**src/rtl/core/lsag_mul.sv**
```systemverilog
// lsag_mul: shared 32x32 multiplier with registered product
// depends on nothing beyond the clock
`timescale 1ns / 1ps
`default_nettype none
module lsag_mul (
  input  wire logic        clk,
  input  wire logic [31:0] a,
  input  wire logic [31:0] b,
  output logic      [63:0] p
);

  // product register
  always_ff @(posedge clk) begin
    p <= a * b;
  end

endmodule
`default_nettype wire

```
**config.mk**
```make
export PLATFORM = sky130hd
export DESIGN_NAME = lsag_mul
export DESIGN_NICKNAME = d
export VERILOG_FILES = /design/src/rtl/core/lsag_mul.sv
export SDC_FILE = /design/constraint.sdc
export NUM_CORES = 2
export LEC_CHECK = 0
export BUFFER_PORTS_ARGS = -buffer_cell sky130_fd_sc_hd__buf_2
export CAP_MARGIN = 0
export CORE_MARGIN = 3
export CORE_UTILIZATION = 60
export CTS_CLUSTER_SIZE = 30
export DETAILED_ROUTE_END_ITERATION = 12
export MAX_ROUTING_LAYER = met4
export PLACE_DENSITY = 0.83
export REMOVE_ABC_BUFFERS = 1
export SYNTH_ARGS = -nofsm -noshare
export SYNTH_HDL_FRONTEND = slang
export SYNTH_SLANG_ARGS = --single-unit
```
**constraint.sdc**
```tcl
create_clock -name clk -period 9.1 [get_ports clk]
set_input_delay 0.455 -clock clk [delete_from_list [all_inputs] [get_ports clk]]
set_output_delay 0.455 -clock clk [all_outputs]
set_load 0.01 [all_outputs]
```
==> impl_metrics.ini <==
[place]
place.gp.congestion = 1.01
place_hpwl_um = 73200
io_buffers = 128
post-place-cells = 4443

[logic_synthesis]
ys_top_cells_by_area = fa_1 (52%), and2_1 (11%), ha_1 (9.5%)
ys_ff_latch = 64
yosysWarnings = 0
synthDistinctLibCells = 57
yosys.area.top_type = fa_1
syn_inst = 3748
syn_area_mm2 = 0.0347
synthArstFlopShare_pct = 0
yosysSeqAreaShare_pct = 3.69
dominantRegCellSynth = dfxtp_1
synth-edff-count = 0
synth_area_per_cell_um2 = 9.25
synth_top_area_share_pct = 51.7

[clock_tree]
cts.repair.resized = 0
cts_tree = yes
clkTransAtPathRegs_ns = 0.07
numCtsBuffers = 9
clock_sinks = 64
cts_buffer_depth = 2
postCtsSetupBuffers = 0
ctsHoldBuffers = 0
cts_root_buffer = clkbuf_16
htreeDepth = 3

[routing]
avgViaCountPerCell = 5.71
met2_wirelength_um = 44500
wl_um = 90600
firstDrtPassIters = 6
num_vias = 25500
highest_layer = met4
ant_nets = 0
wl_per_cell_um = 20.3
detail_route.wirelength.met1_um = 33200
drtIter0Drc = 2013
dr_wl_met3_um = 8600
drc_errors = 0

[cells_and_area]
drive_gt1_share_pct = 5.16
seq_area_mm2 = 0.00128
largest_reg_flops = 64
multiInputGateArea_mm2 = 0.0293
fin_nets = 4922
final_cells = 4462
largestRegisters = p: 64 flops
top_register = p
n_fill_cell = 4567
area_growth_pct = 3.66

[min_path]
worstHoldStart = b[0]
hold_path.class = in2reg
hold_depth = 2
holdPathEnd = p[0]

[sta]
max_freq_ghz = 0.124
period_needed_ns = 8.06
timing.hold.ws_ns = 0.728
setup_viol_count_final = 0
hold_viol_final = 0
slew_headroom_pct = 38.1
drv_slew = 0
fin_crit_sh_pct = 88.6
rsz0062_at_grt = no
tightest_slew_ns = 0.923
tns_ns = 0

[die]
start_util_pct = 61.0
die_w_um = 246
io_pins = 129
core-area_mm2 = 0.0568
die_h_um = 246
rows = 87
dieArea_mm2 = 0.0607

[worst_setup_path]
critical_path_arrival_ns = 8.37
start_kind = input pin
critPathKind = in2reg
cp.required_ns = 9.41
worstPathMaxFanout = 32
endpoint_kind = flip-flop

[global_routing]
grt_max_degree = 33
grt-ovfl-total = 0
track_usage_pct = 32.4
grt_pass1_wl_um = 148000
antenna_found_initial = 7
grt_pass1_vias = 28500

[run]
maxCapViolCount = 0

[outcome]
status = complete, no violations
==> synth_stat cells, types with 14 or more instances <==
cell type	n
and2_1	602
a21oi_1	63
nor2_1	20
nand2_1	480
nand4_1	23
dfxtp_1	64
o21ai_0	21
xor2_1	25
fa_1	896
xnor2_1	35
inv_1	865
and3_1	14
ha_1	263
a21o_1	40
clkbuf_1	213
==> cell type report <==
type                            instances  area share [%]
Multi-Input combinational cell       2599            81.6
Antenna cell                            4          0.0278
Clock inverter                          5          0.0940
Timing Repair Buffer                  159            2.43
Tap cell                              756            2.63
Clock buffer                           10           0.665
Inverter                              865            9.03
Sequential cell                        64            3.56
==> cell families after synthesis <==
group                      synth area share [%]
muxes                                    0.0289
and+or+nand+nor                            17.6
adders and majority gates                  61.2
AOI/OAI and AO/OA                          4.15
DFF                                        3.69
buffers and inverters                      11.8
xor gates and xnor gates                   1.52
==> worst max-delay path, cell delays in order <==
cell,delay [ns]
buf_2,0.59
and2_1,0.24
fa_1,0.44
fa_1,0.58
inv_1,0.07
fa_1,0.54
inv_1,0.05
fa_1,0.50
inv_1,0.06
fa_1,0.41
inv_1,0.08
fa_1,0.44
fa_1,0.51
inv_1,0.06
fa_1,0.53
inv_1,0.05
ha_1,0.43
nand4_1,0.22
or4_1,0.46
or3_1,0.35
a31oi_1,0.49
a31o_2,0.30
a211oi_1,0.11
o21ai_1,0.21
xor2_1,0.15
==> layout by cell type (no fill, tap or decap), types with 10 or more instances in the layout <==
cell type | netlist | final
fa_1 | 896 | 896
a31oi_1 | 12 | 12
xnor2_1 | 35 | 35
ha_1 | 263 | 263
dfxtp_1 | 64 | 64
buf_2 | 6 | 128
inv_1 | 865 | 865
xor2_1 | 25 | 25
and2_1 | 602 | 602
nand4_1 | 23 | 23
o21bai_1 | 10 | 10
a21o_1 | 40 | 40
nand2_1 | 480 | 480
a21oi_1 | 63 | 63
buf_4 | 0 | 31
nor2_1 | 20 | 20
o21ai_0 | 21 | 21
and3_1 | 14 | 14
nand3_1 | 10 | 10
==> layer usage <==
| layer | vias to the layer above | track usage, % |
|---|---|---|
| li1 | 10700 | - |
| met4 | 0 | 13.5 |
| met5 | - | - |
| met3 | 325 | 6.23 |
| met2 | 1339 | 53.2 |
| met1 | 13100 | 39.6 |
==> how the worst max path moves through the flow <==
| stage | from | end |
|---|---|---|
| final | a[24] | p[62] |
| after global routing | a[27] | p[62] |
| after CTS | a[24] | p[62] |
| after detailed placement | a[24] | p[62] |
| after global placement | a[24] | p[62] |
| after floorplan | a[26] | p[62] |
==> stage by stage <==
step	util, %	worst slack (ns)	cell area [um^2]
2_1_floorplan	-	2.18	33800
3_3_place_gp	62.8	0.954	35700
3_5_place_dp	62.8	0.818	35700
4_1_cts	63.2	1.18	35900
5_1_grt	63.3	0.801	35900
6_report	63.3	1.04	35900
Power is left out: the tool's default activity adds up to more than one toggle a clock period on the data nets, which glitch-free logic cannot reach.
