===== config.mk =====
export PLATFORM = sky130hd
export DESIGN_NAME = lsag_store
export DESIGN_NICKNAME = d
export VERILOG_FILES = /design/src/rtl/core/lsag_pkg.sv /design/src/rtl/core/lsag_store.sv
export SDC_FILE = /design/constraint.sdc
export NUM_CORES = 1
export LEC_CHECK = 0
export BUFFER_PORTS_ARGS = -buffer_cell sky130_fd_sc_hd__buf_2
export CORE_MARGIN = 2
export CORE_UTILIZATION = 50
export CTS_CLUSTER_SIZE = 25
export DETAILED_ROUTE_END_ITERATION = 8
export GPL_ROUTABILITY_DRIVEN = 0
export HOLD_SLACK_MARGIN = 0.15
export PLACE_DENSITY = 0.68
export SETUP_SLACK_MARGIN = 0.05
export SYNTH_ARGS = -nofsm -noshare
export SYNTH_HDL_FRONTEND = slang
export SYNTH_SLANG_ARGS = --single-unit

===== constraint.sdc =====
create_clock -name clk -period 20.2 [get_ports clk]
set_clock_uncertainty 0.2 [all_clocks]
set_input_delay 1.01 -clock clk [delete_from_list [all_inputs] [get_ports clk]]
set_output_delay 1.01 -clock clk [all_outputs]
set_load 0.1 [all_outputs]

===== src/rtl/core/lsag_pkg.sv =====
// lsag_pkg: shared types, register map and constants for the latency spike governor
// no dependencies; used by every module of the block except lsag_mul
`timescale 1ns / 1ps
`default_nettype none
package lsag_pkg;

  // fixed field widths
  localparam int MS_BITS    = 16;
  localparam int DRIVE_BITS = 3;
  localparam int PAR_BITS   = 9;
  localparam int DELAY_BITS = 8;
  localparam int RUN_BITS   = 4;
  localparam int CNT_BITS   = 16;
  localparam int MEAN_BITS  = 32;
  localparam int SPREAD_BITS = 64;
  localparam int ADDR_BITS  = 5;
  localparam int DATA_BITS  = 32;

  // default depth of the per-drive store
  localparam int DRIVES_DEF = 8;

  // register reset values
  localparam logic [PAR_BITS-1:0]   CORE_COUNT_RST   = 9'd8;
  localparam logic [MS_BITS-1:0]    HARD_LIMIT_RST   = 16'd1000;
  localparam logic [MS_BITS-1:0]    SOFT_FLOOR_RST   = 16'd500;
  localparam logic [CNT_BITS-1:0]   MIN_SAMPLES_RST  = 16'd10;
  localparam logic [RUN_BITS-1:0]   RAMP_READS_RST   = 4'd3;
  localparam logic [DELAY_BITS-1:0] BACKOFF_RST      = 8'd20;

  // governor constants
  localparam logic [PAR_BITS-1:0] PAR_RST   = 9'd4;
  localparam logic [PAR_BITS-1:0] PAR_FLOOR = 9'd2;
  localparam logic [PAR_BITS-1:0] PAR_CEIL_MIN = 9'd4;
  localparam logic [RUN_BITS-1:0] RUN_MAX   = 4'd15;
  localparam logic [CNT_BITS-1:0] CNT_MAX   = 16'hFFFF;
  localparam logic [CNT_BITS-1:0] WARN_LVL0 = 16'd10;
  localparam logic [CNT_BITS-1:0] WARN_LVL1 = 16'd30;
  localparam logic [CNT_BITS-1:0] WARN_LVL2 = 16'd60;
  localparam int DIV_STEPS = 32;

  // register indexes (paddr[4:2])
  typedef enum logic [2:0] {
    REG_CORE_COUNT = 3'd0,
    REG_HARD_LIMIT = 3'd1,
    REG_SOFT_FLOOR = 3'd2,
    REG_MIN_SAMPLES = 3'd3,
    REG_RAMP_READS = 3'd4,
    REG_BACKOFF    = 3'd5
  } reg_idx_t;

  typedef struct packed {
    logic [DRIVE_BITS-1:0] drive;
    logic [MS_BITS-1:0]    elapsed_ms;
  } in_item_t;

  typedef struct packed {
    logic                  spike;
    logic [PAR_BITS-1:0]   concurrency;
    logic                  concurrency_changed;
    logic [DELAY_BITS-1:0] throttle_ms;
    logic                  drive_warning;
    logic [CNT_BITS-1:0]   anomaly_total;
    logic [MS_BITS-1:0]    mean_ms;
  } out_item_t;

  // one drive's statistics
  typedef struct packed {
    logic [CNT_BITS-1:0]    samples;
    logic [MEAN_BITS-1:0]   mean;
    logic [SPREAD_BITS-1:0] spread;
    logic [CNT_BITS-1:0]    spikes;
  } drive_stats_t;

  // divider control and status
  typedef struct packed {
    logic                 start;
    logic [MEAN_BITS-1:0] dividend;
    logic [CNT_BITS-1:0]  divisor;
  } div_req_t;

  typedef struct packed {
    logic                 done;
    logic [MEAN_BITS-1:0] quotient;
  } div_rsp_t;

endpackage
`default_nettype wire


===== src/rtl/core/lsag_store.sv =====
// lsag_store: per-drive statistics memory with registered read and valid flags
// depends on lsag_pkg
`timescale 1ns / 1ps
`default_nettype none
module lsag_store #(
  parameter int DRIVES = lsag_pkg::DRIVES_DEF
) (
  input  wire logic                       clk,
  input  wire logic                       rst,
  input  wire logic                       rd_en,
  input  wire logic [$clog2(DRIVES)-1:0]  rd_idx,
  output lsag_pkg::drive_stats_t          rd_data,
  input  wire logic                       wr_en,
  input  wire logic [$clog2(DRIVES)-1:0]  wr_idx,
  input  wire lsag_pkg::drive_stats_t     wr_data
);

  lsag_pkg::drive_stats_t mem [DRIVES];
  logic [DRIVES-1:0]      filled;
  lsag_pkg::drive_stats_t rd_q;
  logic                   rd_ok;

  // write port and read port
  always_ff @(posedge clk) begin
    if (wr_en) mem[wr_idx] <= wr_data;
    if (rd_en) rd_q <= mem[rd_idx];
  end

  // entries never written read as zero
  always_ff @(posedge clk) begin
    if (rst) begin
      filled <= '0;
      rd_ok  <= 1'b0;
    end else begin
      if (wr_en) filled[wr_idx] <= 1'b1;
      if (rd_en) rd_ok <= filled[rd_idx];
    end
  end

  assign rd_data = rd_ok ? rd_q : '0;

endmodule
`default_nettype wire


==> impl_metrics.json, run 1 <==
{
  "final_cell_mix": "edfxtp_1 (1152), buf_2 (261), mux4_2 (257), mux2_2 (128), and2_1 (128)",
  "mostFrequentLayoutCell": "edfxtp_1",
  "drt-vias-per-instance": 5.675,
  "p_per_area_nw_per_um2": 103.3,
  "wl_mm": 89.01,
  "synth.distinct_cells": 20,
  "path_clk_slew_ns": 0.06,
  "numPortBuffers": 265,
  "cp-end-kind": "flip-flop",
  "syn_to_final_growth_pct": 14.37,
  "worst-path-buf-inv": 4,
  "hpwl_mm": 45.33,
  "die_h_um": 299,
  "grt.total_usage_pct": 20.17,
  "tritoncts": "built",
  "die_area_um2": 89400,
  "grt_pass1_vias": 20720,
  "outcome": "finished clean",
  "ys_ff_latch": 1161,
  "cts_buffers": 115,
  "drv_cap": 0,
  "ir_drop_uv": 67.67,
  "nets": 2251,
  "pre_cts_ws_ns": 14.26,
  "holdBufCountCts": 0,
  "drive_above_1_share_pct": 38.16,
  "drt_iter0_markers": 1617,
  "max_freq_ghz": 0.2004,
  "clock-sinks": 1161,
  "slew_headroom_pct": 29.72,
  "synth_warnings": 0,
  "p_leak_nw": 16.39,
  "cts.path.max_buffers": 3,
  "finalHoldViolations": 0,
  "regToRegStartpoint": "rd_ok",
  "h-tree-depth": 3,
  "cts-root-buf": "clkbuf_16",
  "worst_slack_ns": 15.21,
  "hold_depth": 2,
  "drv_slew": 0,
  "post-cts-setup-buffers": 0,
  "tightestPinTransition_ns": 1.054,
  "synth_nets": 1928,
  "finalCritPeriodShare_pct": 24.70,
  "via_count": 19140,
  "core_area_um2": 86480,
  "reg2regPathDepth": 3,
  "netlist_area_um2": 43510,
  "initial_core_util_pct": 50.31,
  "ys_seq_area_share_pct": 79.91,
  "path_cells": "buf_8 -> buf_4 -> buf_4 -> buf_4 -> mux4_2 -> mux2_2",
  "worst_hold_path.endpoint": "filled[1]",
  "grt_antenna_before_repair": 26,
  "wl_per_cell_um": 26.39,
  "rrSetupSlack_ns": 17.92,
  "holdCritStartpoint": "filled[1]",
  "critPathKind": "in2reg",
  "cp-start-kind": "input port",
  "drc": 0,
  "critPathSlowestCell": "buf_4",
  "timing.rr.end": "rd_ok",
  "dieWidth_um": 299,
  "grt.overflow.total": 0,
  "rows": 108,
  "slowest_delay_ns": 0.90,
  "finalSetupTns_ns": 0,
  "grt_start_max_net_pins": 130,
  "crit_fanout": 77,
  "ant_nets": 0,
  "worstPathArrival_ns": 5.22,
  "synth.avg_cell_area_um2": 24.31,
  "insertion_delay_ns": 0.69,
  "cp.required_ns": 20.43,
  "cp_top_family": "buffers and inverters",
  "first_pass_iters": 5,
  "power.total_mw": 5.140,
  "synth_cells": 1790,
  "pin_count": 266,
  "cts_resized": 0,
  "grt_pass1_wl_mm": 132.6,
  "hold_path.class": "reg2reg",
  "cp_common_cell": "buf_4",
  "rsz0062_at_grt": "no",
  "setup_viol": 0,
  "post-route-min-period_ns": 4.990
}
Yosys cell counts:
library cell | count | area, µm²
a211oi_1 | 1 | 7.510
mux2_2 | 128 | 1441
dfxtp_1 | 9 | 180.2
and4b_1 | 2 | 20.02
and2_1 | 128 | 800.8
nor3b_1 | 1 | 7.510
nor4bb_1 | 2 | 20.02
mux4_2 | 257 | 5788
mux2i_1 | 4 | 40.04
buf_6 | 23 | 259.0
nand2_1 | 2 | 7.510
o21ba_2 | 3 | 30.03
nor3_1 | 1 | 5.000
buf_1 | 14 | 52.55
clkbuf_1 | 37 | 138.9
nor4b_1 | 1 | 8.760
edfxtp_1 | 1152 | 34590
nor2_1 | 12 | 45.04
buf_4 | 1 | 7.510
buf_2 | 12 | 60.06
metrics by stage:
step / util, % / hold WS [ns] / instance area, µm² / cells
after CTS: 57.52 / 0.2762 / 49750 / 3367
after global routing: 57.53 / 0.2960 / 49750 / 3369
after floorplan: - / 0.2396 / 43510 / 1790
after global placement: 53.32 / 0.2514 / 46110 / 3151
after detailed placement: 53.32 / 0.2576 / 46110 / 3151
final: 57.54 / 0.2748 / 49760 / 3373
state kept, by name, summed over array words and instances, names as in the netlist:
signal,count
filled,8
rd_ok,1
rd_q,128
mem,1024
where the power goes:
part | total, mW | internal [mW] | leakage (nW) | switching [mW]
Sequential | 2.77 | 2.75 | 10.6 | 0.0235
Clock | 2.05 | 1.17 | 1.77 | 0.872
Combinational | 0.320 | 0.113 | 3.99 | 0.207
Total | 5.14 | 4.04 | 16.4 | 1.10
area by class of cell:
type	instances	area, µm²
Antenna cell	6	15.01
Tap cell	1155	1445
Multi-Input combinational cell	542	8283
Clock buffer	147	3028
Sequential cell	1161	34780
Clock inverter	69	609.3
Fill cell	6270	36720
Timing Repair Buffer	293	1607
how the worst max path moves through the flow:
| stage | cells after the start | start | end | slack [ns] |
|---|---|---|---|---|
| finish | 6 | rd_idx[0] | rd_q[61] | 15.21 |
| global placement | 6 | rd_idx[0] | rd_q[71] | 14.38 |
| detailed placement | 6 | rd_idx[0] | rd_q[61] | 14.26 |
| floorplan | 1 | wr_idx[0] | mem[0][0] | 4.64 |
| global route | 6 | rd_idx[0] | rd_q[61] | 14.69 |
| CTS | 6 | rd_idx[0] | rd_q[61] | 15.00 |
worst register-to-register path, cell delays in order, from the launching register on:
cell and delay [ns]:
dfxtp_4 0.82, buf_4 0.82, nor2_1 0.13, a211oi_1 0.23
cell families after synthesis:
group / synth area share [%]
AO/OA/AOI/OAI: 0.08627
buffers and inverters: 1.190
flip-flops: 79.91
multiplexers: 16.71
AND/OR/NAND/NOR: 2.102
routing by layer:
layer  global-route usage, %  part of all wire [%]  vias up  wire length (µm)
li1                        -                     -     8176                 -
met1                   27.53                    41    10200             36570
met2                   33.61                    50      578             44450
met3                   4.268                   7.0      145              6226
met4                   4.952                   1.7       38              1553
met5                       0                  0.24        -               212
(Power assumes the default switching activity.)
==> inputs of run 2 (changes only) <==
PLACE_DENSITY = 0.7   (was 0.68)
clock period = 4.15 ns   (was 20.2 ns; I/O delays follow)
==> run 2 against run 1 <==
Global-route usage increased by 0.46 points. Combinational power grew to 5.6 times the previous value. Via count up 6.0%. Hold slack lost 0.095 ns. Critical endpoint is now rd_data[0].
==> impl_metrics.json, run 2 (synthesis gave the netlist of run 1 again) <==
{
  "die_area_um2": 89400,
  "post-route-min-period_ns": 2.956,
  "max_freq_ghz": 0.3382,
  "top_register": "mem",
  "initial_core_util_pct": 50.31,
  "finalSetupTns_ns": 0,
  "drv_cap": 0,
  "slew_headroom_pct": 20.82,
  "power.total_mw": 25.39,
  "cts_resized": 0,
  "design_area_um2": 52880,
  "ir_drop_uv": 405.4,
  "hold_path.class": "in2reg",
  "p_clk_share_pct": 39.7,
  "power_frac_comb_pct": 7.1,
  "critPathKind": "reg2out",
  "largest_registers": "mem: 1024 flops, rd_q: 128 flops, filled: 8 flops",
  "numPortBuffers": 265,
  "p_per_area_nw_per_um2": 480.2,
  "hold_depth": 2,
  "drc": 0,
  "cts-root-buf": "clkbuf_16",
  "die_h_um": 299,
  "mostFrequentLayoutCell": "edfxtp_1",
  "cp-end-kind": "output pin",
  "drv_slew": 0,
  "cp-start-kind": "flip-flop",
  "grt_antenna_before_repair": 7,
  "hpwl_mm": 46.74,
  "outcome": "finished clean",
  "first_pass_iters": 5,
  "timing.rr.end": "rd_ok",
  "crit_fanout": 36,
  "wl_per_cell_um": 24.86,
  "cp.required_ns": 3.74,
  "drt-vias-per-instance": 5.564,
  "cts.path.max_buffers": 3,
  "syn_to_final_growth_pct": 21.53,
  "regToRegStartpoint": "rd_ok",
  "switching_share_pct": 21.20,
  "grt.overflow.total": 0,
  "p_leak_nw": 17.72,
  "ant_nets": 0,
  "post-route-util_pct": 61.14,
  "cts_buffers": 114,
  "rows": 108,
  "via_count": 20300,
  "drt_iter0_markers": 1526,
  "power_switching_mw": 5.383,
  "setup_viol": 0,
  "tritoncts": "built",
  "core_area_um2": 86480,
  "reg2regPathDepth": 4,
  "power_frac_seq_pct": 53.2,
  "worstPathArrival_ns": 2.55,
  "nets": 2530,
  "finalCritPeriodShare_pct": 71.24,
  "grt_pass1_vias": 22380,
  "final_cell_mix": "edfxtp_1 (1152), buf_2 (261), mux4_2 (257), dlygate4sd3_1 (257)",
  "h-tree-depth": 3,
  "rsz0062_at_grt": "no",
  "drive_above_1_share_pct": 35.06,
  "worst_hold_path.endpoint": "mem[1][38]",
  "finalHoldWorstSlack_ns": 0.1800,
  "grt_pass1_wl_mm": 137.2,
  "nFillCells": 5944,
  "p_int_mw": 20.01,
  "wl_mm": 90.68,
  "dieWidth_um": 299,
  "path_clk_slew_ns": 0.06,
  "finalHoldViolations": 0,
  "placed_area_um2": 46610,
  "tightestPinTransition_ns": 1.185,
  "multi_input_area_um2": 8320,
  "grt_start_max_net_pins": 83,
  "insertion_delay_ns": 0.68,
  "grt.total_usage_pct": 20.63,
  "holdCritStartpoint": "wr_data[38]",
  "rrSetupSlack_ns": 2.02,
  "regArea_um2": 34780,
  "pin_count": 266,
  "largest_reg_flops": 1024,
  "clock-sinks": 1161
}
==> run 2: power groups by stage <==
stage,clock [mW],sequential (mW),combinational (mW)
2_1_floorplan,0,13.7,1.12
3_3_place_gp,0,13.7,1.59
3_5_place_dp,0,13.7,1.62
4_1_cts,10.3,13.5,1.83
5_1_grt,10.8,13.5,1.92
6_report,10.1,13.5,1.80
==> run 2: how the worst max path moves through the flow <==
stage	cells past startpoint	endpoint	from
finish	3	rd_data[0]	rd_ok
global route	3	rd_data[0]	rd_ok
global placement	4	mem[7][72]	wr_idx[2]
detailed placement	4	mem[7][72]	wr_idx[2]
CTS	3	rd_data[0]	rd_ok
floorplan	1	mem[1][0]	wr_idx[2]
==> run 2: layer usage <==
metal,part of all wire [%],vias to the layer above,GRT usage [%]
li1,-,8741,-
met1,40,10800,26.89
met2,53,608,36.16
met3,5.5,139,3.780
met4,1.8,10,5.036
met5,0.073,-,0
==> run 2: stage by stage <==
step | setup slack (ns) | instances
floorplan | -0.9012 | 1790
global placement | 1.544 | 3174
detailed placement | 1.526 | 3174
CTS | 1.058 | 3645
global route | 1.024 | 3646
finish | 1.194 | 3648
==> run 2: worst max-delay path, stage by stage (launching register included) <==
cell and delay (ns):
dfxtp_4 0.61, buf_4 0.46, and2_1 0.30, buf_2 0.46
==> run 2: area by class of cell <==
class | instances | area share (%)
antenna | 3 | 0.01420
clock buffer | 139 | 5.612
clock inverter | 75 | 1.365
multi-input combinational | 542 | 15.73
sequential | 1161 | 65.77
tap | 1155 | 2.733
timing repair buffer | 573 | 8.774
==> run 2: what timing repair did <==
item,in CTS,in global routing
hold buffers,257,0
endpoints found under the hold margin,1546,0
setup buffers,0,0
