### config.mk
export PLATFORM = sky130hd
export DESIGN_NAME = lsag_div
export DESIGN_NICKNAME = d
export VERILOG_FILES = /design/src/rtl/core/lsag_pkg.sv /design/src/rtl/core/lsag_div.sv
export SDC_FILE = /design/constraint.sdc
export NUM_CORES = 1
export LEC_CHECK = 0
export ABC_CLOCK_PERIOD_IN_PS = 6600
export BUFFER_PORTS_ARGS = -buffer_cell sky130_fd_sc_hd__buf_2
export CAP_MARGIN = 25
export CORE_MARGIN = 4
export CORE_UTILIZATION = 25
export DETAILED_ROUTE_END_ITERATION = 10
export PLACE_DENSITY = 0.43
export SLEW_MARGIN = 0
export SYNTH_ARGS = -nofsm -noshare
export SYNTH_HDL_FRONTEND = slang
export SYNTH_SLANG_ARGS = --single-unit
### constraint.sdc
create_clock -name clk -period 6.6 [get_ports clk]
set_input_delay 0.99 -clock clk [delete_from_list [all_inputs] [get_ports clk]]
set_output_delay 0.99 -clock clk [all_outputs]
set_load 0.01 [all_outputs]
### src/rtl/core/lsag_pkg.sv
// lsag_pkg: shared types, register map and constants for the latency spike governor
// no dependencies; used by every module of the block except lsag_mul
`timescale 1ns / 1ps
`default_nettype none
package lsag_pkg;

  // fixed field widths
  localparam int MS_BITS    = 16;
  localparam int DRIVE_BITS = 3;
  localparam int PAR_BITS   = 9;
  localparam int DELAY_BITS = 8;
  localparam int RUN_BITS   = 4;
  localparam int CNT_BITS   = 16;
  localparam int MEAN_BITS  = 32;
  localparam int SPREAD_BITS = 64;
  localparam int ADDR_BITS  = 5;
  localparam int DATA_BITS  = 32;

  // default depth of the per-drive store
  localparam int DRIVES_DEF = 8;

  // register reset values
  localparam logic [PAR_BITS-1:0]   CORE_COUNT_RST   = 9'd8;
  localparam logic [MS_BITS-1:0]    HARD_LIMIT_RST   = 16'd1000;
  localparam logic [MS_BITS-1:0]    SOFT_FLOOR_RST   = 16'd500;
  localparam logic [CNT_BITS-1:0]   MIN_SAMPLES_RST  = 16'd10;
  localparam logic [RUN_BITS-1:0]   RAMP_READS_RST   = 4'd3;
  localparam logic [DELAY_BITS-1:0] BACKOFF_RST      = 8'd20;

  // governor constants
  localparam logic [PAR_BITS-1:0] PAR_RST   = 9'd4;
  localparam logic [PAR_BITS-1:0] PAR_FLOOR = 9'd2;
  localparam logic [PAR_BITS-1:0] PAR_CEIL_MIN = 9'd4;
  localparam logic [RUN_BITS-1:0] RUN_MAX   = 4'd15;
  localparam logic [CNT_BITS-1:0] CNT_MAX   = 16'hFFFF;
  localparam logic [CNT_BITS-1:0] WARN_LVL0 = 16'd10;
  localparam logic [CNT_BITS-1:0] WARN_LVL1 = 16'd30;
  localparam logic [CNT_BITS-1:0] WARN_LVL2 = 16'd60;
  localparam int DIV_STEPS = 32;

  // register indexes (paddr[4:2])
  typedef enum logic [2:0] {
    REG_CORE_COUNT = 3'd0,
    REG_HARD_LIMIT = 3'd1,
    REG_SOFT_FLOOR = 3'd2,
    REG_MIN_SAMPLES = 3'd3,
    REG_RAMP_READS = 3'd4,
    REG_BACKOFF    = 3'd5
  } reg_idx_t;

  typedef struct packed {
    logic [DRIVE_BITS-1:0] drive;
    logic [MS_BITS-1:0]    elapsed_ms;
  } in_item_t;

  typedef struct packed {
    logic                  spike;
    logic [PAR_BITS-1:0]   concurrency;
    logic                  concurrency_changed;
    logic [DELAY_BITS-1:0] throttle_ms;
    logic                  drive_warning;
    logic [CNT_BITS-1:0]   anomaly_total;
    logic [MS_BITS-1:0]    mean_ms;
  } out_item_t;

  // one drive's statistics
  typedef struct packed {
    logic [CNT_BITS-1:0]    samples;
    logic [MEAN_BITS-1:0]   mean;
    logic [SPREAD_BITS-1:0] spread;
    logic [CNT_BITS-1:0]    spikes;
  } drive_stats_t;

  // divider control and status
  typedef struct packed {
    logic                 start;
    logic [MEAN_BITS-1:0] dividend;
    logic [CNT_BITS-1:0]  divisor;
  } div_req_t;

  typedef struct packed {
    logic                 done;
    logic [MEAN_BITS-1:0] quotient;
  } div_rsp_t;

endpackage
`default_nettype wire

### src/rtl/core/lsag_div.sv
// lsag_div: radix-2 restoring divider, 32-bit dividend by 16-bit divisor
// depends on lsag_pkg
`timescale 1ns / 1ps
`default_nettype none
module lsag_div (
  input  wire logic              clk,
  input  wire logic              rst,
  input  wire lsag_pkg::div_req_t req,
  output lsag_pkg::div_rsp_t     rsp
);

  localparam int CW = $clog2(lsag_pkg::DIV_STEPS + 1);

  logic [CW-1:0]                     steps;
  logic [lsag_pkg::CNT_BITS-1:0]     rem;
  logic [lsag_pkg::MEAN_BITS-1:0]    quo;
  logic [lsag_pkg::CNT_BITS-1:0]     dvs;
  logic                              done;
  logic [lsag_pkg::CNT_BITS:0]       shifted;
  logic [lsag_pkg::CNT_BITS:0]       trial;

  // one quotient bit per cycle
  always_comb begin
    shifted = {rem, quo[lsag_pkg::MEAN_BITS-1]};
    trial   = shifted - {1'b0, dvs};
  end

  // step counter and done pulse
  always_ff @(posedge clk) begin
    if (rst) begin
      steps <= '0;
      done  <= 1'b0;
    end else if (req.start) begin
      steps <= CW'(lsag_pkg::DIV_STEPS);
      done  <= 1'b0;
    end else begin
      done <= (steps == CW'(1));
      if (steps != '0) steps <= steps - CW'(1);
    end
  end

  // partial remainder and quotient
  always_ff @(posedge clk) begin
    if (req.start) begin
      rem <= '0;
      quo <= req.dividend;
      dvs <= req.divisor;
    end else if (steps != '0) begin
      if (!trial[lsag_pkg::CNT_BITS]) begin
        rem <= trial[lsag_pkg::CNT_BITS-1:0];
        quo <= {quo[lsag_pkg::MEAN_BITS-2:0], 1'b1};
      end else begin
        rem <= shifted[lsag_pkg::CNT_BITS-1:0];
        quo <= {quo[lsag_pkg::MEAN_BITS-2:0], 1'b0};
      end
    end
  end

  assign rsp.done     = done;
  assign rsp.quotient = quo;

endmodule
`default_nettype wire

==> results.yml, run 1 <==
timing:
  tightest_slew_ns: 0.816
  hold_violations: 0
  fin_crit_sh: 0.462
  drv_slew: 0
  period_minus_slack_ns: 3.05
  setup_viol: 0
  rsz0062_at_grt: "false"
  fin_skew_ns: 0.0114
  timing.slew.headroom: 0.456
  tns_ns: 0
  max_freq_mhz: 328
min_path:
  hold_start: "rem[11]"
  min_path_type: "flop to flop"
cells_and_area:
  multiInputGateArea_um2: 1830
  nNetsFinal: 506
  seq_area_um2: 1900
  fin_util: 0.317
  antenna_cells: 0
  nFillCells: 1616
  final_common_cell: "buf_2"
  areaGrowthSynthToFinish_pct: 23.2
  drive_gt1_frac: 0.340
  mostFrequentLayoutCells: "buf_2, edfxtp_1, mux2_2"
  postLayoutCellArea_um2: 4850
  finalNonFillerCells: 652
setup_path:
  critPathCaptureType: "flop"
  startpoint: "quo[31]"
  arrival_ns: 3.14
  path_max_fanout: 8
  path_class: "flop to flop"
  start_kind: "flop"
  required_ns: 6.70
  worstReg2RegStart: "quo[31]"
routing:
  ant_nets: 0
  drt_iter0_drc: 182
  via_per_inst: 4.66
  dr.pass1.iters: 5
  wl_per_cell_um: 15.2
  vias: 3038
  drc: 0
  wl_um: 9900
synthesis:
  synth-edff-count: 48
  async_reset_ff_frac: 0
  ys_seq_area_frac: 0.483
  synth_ff_type: "edfxtp_1"
  syn_nets: 425
  ys_warn_count: 0
  netlist_area_um2: 3940
  ys_seq_elements: 71
  syn_inst: 355
  syn_avg_cell_area_um2: 11.1
  ys_types: 69
power:
  max-vdd-ir-drop_v: 0.000132
  fin_total_pwr_mw: 2.05
  p_leak_nw: 1.98
  power.density_nw_per_um2: 423
place:
  hpwl_um: 7000
  dp_cells: 636
  placedInstanceArea_um2: 4540
  portBuffers: 83
  gp_congestion: 0.825
floorplanning:
  rows: 45
  ios: 84
  fp.dieArea_um2: 17800
  die_x_um: 134
  initial_core_util: 0.257
  fp.coreArea_um2: 15300
  dieHeight_um: 134
clocking:
  cts_setup_buffers: 0
  cts_htree_levels: 3
  cts.repair.resized: 0
  clockBufferDepth: 2
  cts_hold_buf: 0
  path_clk_slew_ns: 0.07
  root_buffer: "clkbuf_16"
  numCtsBuffers: 9
  clk_latency_ns: 0.35
  tritoncts: "yes"
  cts_num_sinks: 71
global_route:
  grt_usage: 0.117
  antenna_found_initial: 1
  overflow: 0
  grt_pass1_wl_um: 16400
  grt_max_degree: 57
  grt_pass1_vias: 3251
run_status:
  status: "complete, no violations"
run:
  cap_violations: 0
[stage by stage]
step	hold WS [ns]	setup slack, ns
6_report	0.515	3.55
3_3_place_gp	0.490	3.61
5_1_grt	0.550	3.31
2_1_floorplan	0.453	3.89
3_5_place_dp	0.512	3.52
4_1_cts	0.520	3.50
[Yosys cell counts, types with 2 or more instances]
cell,count,area [um^2]
and3_1,2,12.5
o31ai_1,4,30.0
xor2_1,7,61.3
o221ai_1,2,17.5
buf_1,4,15.0
o21a_1,3,22.5
a21o_2,2,17.5
o21ai_0,7,35.0
a21oi_1,16,80.1
o211ai_1,13,97.6
a21o_1,2,15.0
nand2_1,20,75.1
a211oi_1,2,15.0
nand3_1,20,100
clkbuf_1,5,18.8
o41a_2,2,25.0
xnor2_1,11,96.3
nor2_1,19,71.3
inv_1,28,105
a2111oi_0,3,26.3
mux2_2,33,372
edfxtp_1,48,1440
ha_1,18,225
nand2b_1,5,31.3
clkbuf_2,2,10.0
buf_6,3,33.8
nor3_1,8,40.0
dfxtp_1,23,460
nand4_1,2,12.5
or3_1,2,12.5
[worst max-delay path: stages (launching register included)]
cell	delay (ns)
edfxtp_1	0.34
inv_1	0.06
ha_1	0.22
fa_1	0.42
nand2b_1	0.18
a21o_2	0.23
a211oi_2	0.40
o41a_2	0.33
nand2_1	0.25
mux2_2	0.37
[report_power, final]
part	switching [mW]	internal (mW)
sequential	0.0756	0.619
combinational	0.502	0.343
clock	0.214	0.301
total	0.792	1.26
[layout make-up]
cell class,instances,share of cell area
Clock inverter,7,0.0173
Sequential cell,71,0.392
Inverter,28,0.0217
Timing Repair Buffer,86,0.0903
Multi-Input combinational cell,240,0.378
Tap cell,211,0.0544
Clock buffer,9,0.0464
[state kept, by name, indices dropped and copies added (netlist names)]
signal  count
dvs        16
quo        32
done        1
steps       6
rem        16
[path summary, 6_finish.rpt]
| check | cells after the start | endpoint | slack, ns |
|---|---|---|---|
| worst max-delay path | 9 | quo[0] | 3.55 |
| worst max register to register | 9 | quo[0] | 3.55 |
| worst min-delay path | 2 | rem[11] | 0.51 |
| worst min register to register | 2 | rem[11] | 0.51 |
[cells by family after synthesis]
family          share of synthesized area
simple gates                        0.111
xor+xnor                           0.0400
compound gates                      0.155
fa+ha+maj                          0.0622
flops                               0.483
buf+inv                            0.0518
mux                                0.0969
[layer usage]
layer	GRT usage	part of all wire
met1	0.144	0.47
met2	0.182	0.44
met3	0.0491	0.072
met4	0.0451	0.020
met5	0	0.00071
No activity file was read; power rests on OpenSTA's default activity.
==> run 2, diff against run 1 <==
--- a/config.mk
+++ b/config.mk
@@ -5,7 +5,7 @@
 export SDC_FILE = /design/constraint.sdc
 export NUM_CORES = 1
 export LEC_CHECK = 0
-export ABC_CLOCK_PERIOD_IN_PS = 6600
+export ABC_CLOCK_PERIOD_IN_PS = 3000
 export BUFFER_PORTS_ARGS = -buffer_cell sky130_fd_sc_hd__buf_2
 export CAP_MARGIN = 25
 export CORE_MARGIN = 4
==> constraint.sdc (replaced) <==
create_clock -name clk -period 3 [get_ports clk]
set_input_delay 0.45 -clock clk [delete_from_list [all_inputs] [get_ports clk]]
set_output_delay 0.45 -clock clk [all_outputs]
set_load 0.01 [all_outputs]
==> run 2 against run 1 <==
- via count is 1.6% higher
- sequential cell count stayed put
- worst setup slack lost 3.4 ns
- total power increased by 130%
- register-to-register slack lost 3.4 ns
- utilization rose by 0.77 points
- die area unchanged
- clock power increased by 120%
- cell area rose by 2.4%
- hold slack worse by 0.23 ns
- routed wire length increased by 3.8%
- combinational power grew 140%
==> results.yml, run 2 (synthesized netlist as in run 1, its figures left out) <==
run_status:
  status: "complete, no violations"
cells_and_area:
  areaGrowthSynthToFinish_pct: 26.1
  nNetsFinal: 519
  largest_register: "quo"
  final_common_cell: "buf_2"
  drive_gt1_frac: 0.359
  largest_reg_flops: 32
  mostFrequentLayoutCells: "buf_2, edfxtp_1, mux2_2"
  antenna_cells: 0
  fin_util: 0.325
  finalNonFillerCells: 665
  reg_top3: "quo: 32 flops, dvs: 16 flops, rem: 16 flops"
  postLayoutCellArea_um2: 4970
floorplanning:
  ios: 84
  rows: 45
  dieHeight_um: 134
  initial_core_util: 0.257
  fp.coreArea_um2: 15300
  fp.dieArea_um2: 17800
  die_x_um: 134
setup_path:
  reg2regPathDepth: 9
  cp_slowest_cell: "fa_1"
  path_max_fanout: 8
  required_ns: 3.10
  critPathCaptureType: "flop"
  path_class: "flop to flop"
  start_kind: "flop"
  cp_slowest_stage_delay_ns: 0.42
  arrival_ns: 2.98
  worstPathCellList: "inv_1 -> ha_1 -> fa_1 -> nand2b_1 -> a21o_2 -> a211oi_4 -> o41a_2 -> nand2_1 -> mux2_2"
global_route:
  grt_max_degree: 33
  use_met2: 0.176
  busiest_layer: "met2"
  grt_util_met3: 0.0529
  antenna_found_initial: 0
  overflow: 0
  grt_pass1_wl_um: 16500
  grt_pass1_vias: 3066
  grt_usage: 0.117
  grt_use_met1: 0.154
timing:
  setup_slack_ns: 0.120
  tightest_slew_ns: 0.801
  fin_crit_sh: 0.960
  drv_slew: 0
  tns_ns: 0
  rsz0062_at_grt: "false"
  hold_violations: 0
  period_minus_slack_ns: 2.88
  max_freq_mhz: 347
  fin_skew_ns: 0.00957
  setup_viol: 0
  whs_ns: 0.281
  timing.slew.headroom: 0.466
clocking:
  cts_htree_levels: 3
  root_buffer: "clkbuf_16"
  cts_hold_buf: 0
  clockBufferDepth: 2
  clk_latency_ns: 0.34
  path_clk_slew_ns: 0.07
  tritoncts: "yes"
  cts_num_sinks: 71
  numCtsBuffers: 9
min_path:
  min_path_type: "input pin to flop"
  hold_depth: 1
power:
  max-vdd-ir-drop_v: 0.000386
  p_leak_nw: 2.05
  fin_total_pwr_mw: 4.66
  power.density_nw_per_um2: 939
routing:
  wl_per_cell_um: 15.4
  vias: 3087
  ant_nets: 0
  wl_um: 10300
  via_per_inst: 4.64
  drt_iter0_drc: 208
  dr.pass1.iters: 4
  drc: 0
place:
  gp_congestion: 0.784
  hpwl_um: 7600
  portBuffers: 83
  dp_cells: 649
  placedInstanceArea_um2: 4640
  dpl_worst_slack_ns: 0.122
run:
  cap_violations: 0
-- run 2: power by group --
group          internal, mW  switching (mW)
Sequential             1.36           0.169
Combinational         0.831            1.16
Clock                 0.664           0.477
-- run 2: area by class of cell --
type,count,area (um^2)
Fill cell,1635,10300
Sequential cell,71,1900
Multi-Input combinational cell,240,1850
Timing Repair Buffer,99,536
Tap cell,211,264
Clock buffer,9,225
Inverter,28,105
Clock inverter,7,85.1
-- run 2: per-layer routing --
metal	routed length [um]	share of wire	vias to the layer above
li1	-	-	1517
met1	4890	0.48	1473
met2	4500	0.44	91
met3	784	0.076	6
met4	102	0.0099	0
met5	0	0	-
-- run 2: repair_timing --
item,in CTS,in global routing
setup endpoints to repair,0,12
setup buffers,0,0
resized for setup,0,2
-- run 2: final timing paths --
path                              start       to  slack, ns
worst max-delay path            quo[31]   quo[0]       0.12
worst min-delay path             req[9]   dvs[9]       0.28
worst max register to register  quo[31]   quo[0]       0.12
worst min register to register  rem[11]  rem[11]       0.53
-- run 2: critical path: cells and delay by family (launching register included) --
kind	cells	cell delay (ns)
compound gates	3	0.86
fa+ha+maj	2	0.63
simple gates	2	0.39
mux	1	0.36
flops	1	0.34
buf+inv	1	0.06
==> run 3, diff against run 2 <==
--- a/config.mk
+++ b/config.mk
@@ -8,7 +8,6 @@
 export ABC_CLOCK_PERIOD_IN_PS = 3000
 export BUFFER_PORTS_ARGS = -buffer_cell sky130_fd_sc_hd__buf_2
 export CAP_MARGIN = 25
-export CORE_MARGIN = 4
 export CORE_UTILIZATION = 25
 export DETAILED_ROUTE_END_ITERATION = 10
 export PLACE_DENSITY = 0.43
==> run 3 against run 2 <==
- count of clock-buffer cells in the layout rose by 2
- sequential cell count stayed put
- routed wire length decreased by 2.7%
- cell area fell by 0.81%
- non-clock buffer count is 5 lower
- maximum frequency is 1.7% higher
- critical path type unchanged
- critical endpoint is now rem[13]
- largest power group unchanged
==> results.yml, run 3 (synthesized netlist as in run 1, its figures left out) <==
routing:
  vias: 3047
  drt_iter0_drc: 142
  via_per_inst: 4.62
  wl_um: 10000
  dr.pass1.iters: 4
  wl_per_cell_um: 15.1
  drc: 0
  ant_nets: 0
global_route:
  grt_usage: 0.129
  grt_max_degree: 37
  grt_use_met1: 0.168
  grt_pass1_vias: 3022
  grt_pass1_wl_um: 15900
  overflow: 0
  grt_util_met3: 0.0477
  busiest_layer: "met2"
  antenna_found_initial: 2
  use_met2: 0.193
setup_path:
  start_kind: "flop"
  required_ns: 3.24
  cp_slowest_cell: "fa_1"
  critPathCaptureType: "flop"
  cp_slowest_stage_delay_ns: 0.41
  arrival_ns: 3.07
  path_max_fanout: 7
  path_class: "flop to flop"
  worstPathCellList: "inv_1 -> ha_1 -> fa_1 -> nand2b_1 -> a21o_2 -> a211oi_4 -> o41a_2 -> nand2_1 -> buf_4 -> o311ai_1"
timing:
  period_minus_slack_ns: 2.83
  drv_slew: 0
  setup_viol: 0
  rsz0062_at_grt: "false"
  max_freq_mhz: 353
  fin_crit_sh: 0.944
  tns_ns: 0
  fin_skew_ns: 0.0115
  timing.slew.headroom: 0.474
  setup_slack_ns: 0.169
  tightest_slew_ns: 0.788
  hold_violations: 0
cells_and_area:
  reg_top3: "quo: 32 flops, dvs: 16 flops, rem: 16 flops"
  antenna_cells: 0
  mostFrequentLayoutCells: "buf_2, edfxtp_1, mux2_2"
  drive_gt1_frac: 0.350
  areaGrowthSynthToFinish_pct: 25.1
  finalNonFillerCells: 660
  largest_register: "quo"
  nNetsFinal: 514
  final_common_cell: "buf_2"
  largest_reg_flops: 32
place:
  dpl_worst_slack_ns: 0.141
  gp_congestion: 0.818
  portBuffers: 83
  hpwl_um: 7210
  dp_cells: 644
power:
  max-vdd-ir-drop_v: 0.000309
  power.density_nw_per_um2: 935
  p_leak_nw: 2.03
clocking:
  cts_htree_levels: 3
  cts_num_sinks: 71
  root_buffer: "clkbuf_16"
  clockBufferDepth: 2
  cts_setup_buffers: 0
  numCtsBuffers: 9
  tritoncts: "yes"
  path_clk_slew_ns: 0.06
  clk_latency_ns: 0.35
floorplanning:
  fp.coreArea_um2: 15300
  ios: 84
  dieHeight_um: 128
  initial_core_util: 0.257
  die_x_um: 128
  rows: 45
  fp.dieArea_um2: 16300
run_status:
  status: "complete, no violations"
run:
  cap_violations: 0
min_path:
  min_path_type: "input pin to flop"
-- run 3: final cells by class --
class | count | area, um^2
fill | 1637 | 10400
inverter | 28 | 105
sequential | 71 | 1900
multi-input combinational | 240 | 1850
timing repair buffer | 94 | 498
clock buffer | 11 | 243
tap | 211 | 264
clock inverter | 5 | 65.1
-- run 3: stage by stage --
stage / hold WS (ns) / cell area (um^2) / total power [mW] / util
floorplan: 0.453 / 3940 / 2.88 / -
global placement: 0.496 / 4600 / 3.48 / 0.301
detailed placement: 0.494 / 4600 / 3.46 / 0.301
CTS: 0.260 / 4910 / 4.63 / 0.321
global route: 0.258 / 4930 / 4.91 / 0.322
finish: 0.278 / 4930 / 4.61 / 0.322
-- run 3: worst max-delay path, delay by kind of cell, from the launching register on --
family                     cells  cell delay (ns)
DFF                            1             0.35
and+or+nand+nor                2             0.28
buffers and inverters          2             0.27
AOI/OAI and AO/OA              4             1.20
adders and majority gates      2             0.62
-- run 3: layer usage --
layer | vias up | wire [um]
met5 | - | 8
met4 | 2 | 78
met3 | 9 | 749
met2 | 93 | 4500
met1 | 1434 | 4660
li1 | 1509 | -
-- run 3: where the power goes --
part	leakage [nW]	internal [mW]	switching [mW]
combinational	1.20	0.813	1.14
sequential	0.674	1.36	0.169
clock	0.151	0.678	0.451
-- run 3: path summary, 6_finish.rpt --
check        startpoint      end  slack, ns  depth (start not counted)
max             quo[31]  rem[13]       0.17                         10
min              req[1]   dvs[1]       0.28                          1
max reg2reg     quo[31]  rem[13]       0.17                         10
min reg2reg      rem[0]   rem[0]       0.51                          1
-- run 3: repair_timing --
action                                  4_1_cts  5_1_grt
endpoints found under the setup margin        0        4
hold buffers                                  0        0
gates resized for setup                       0        2
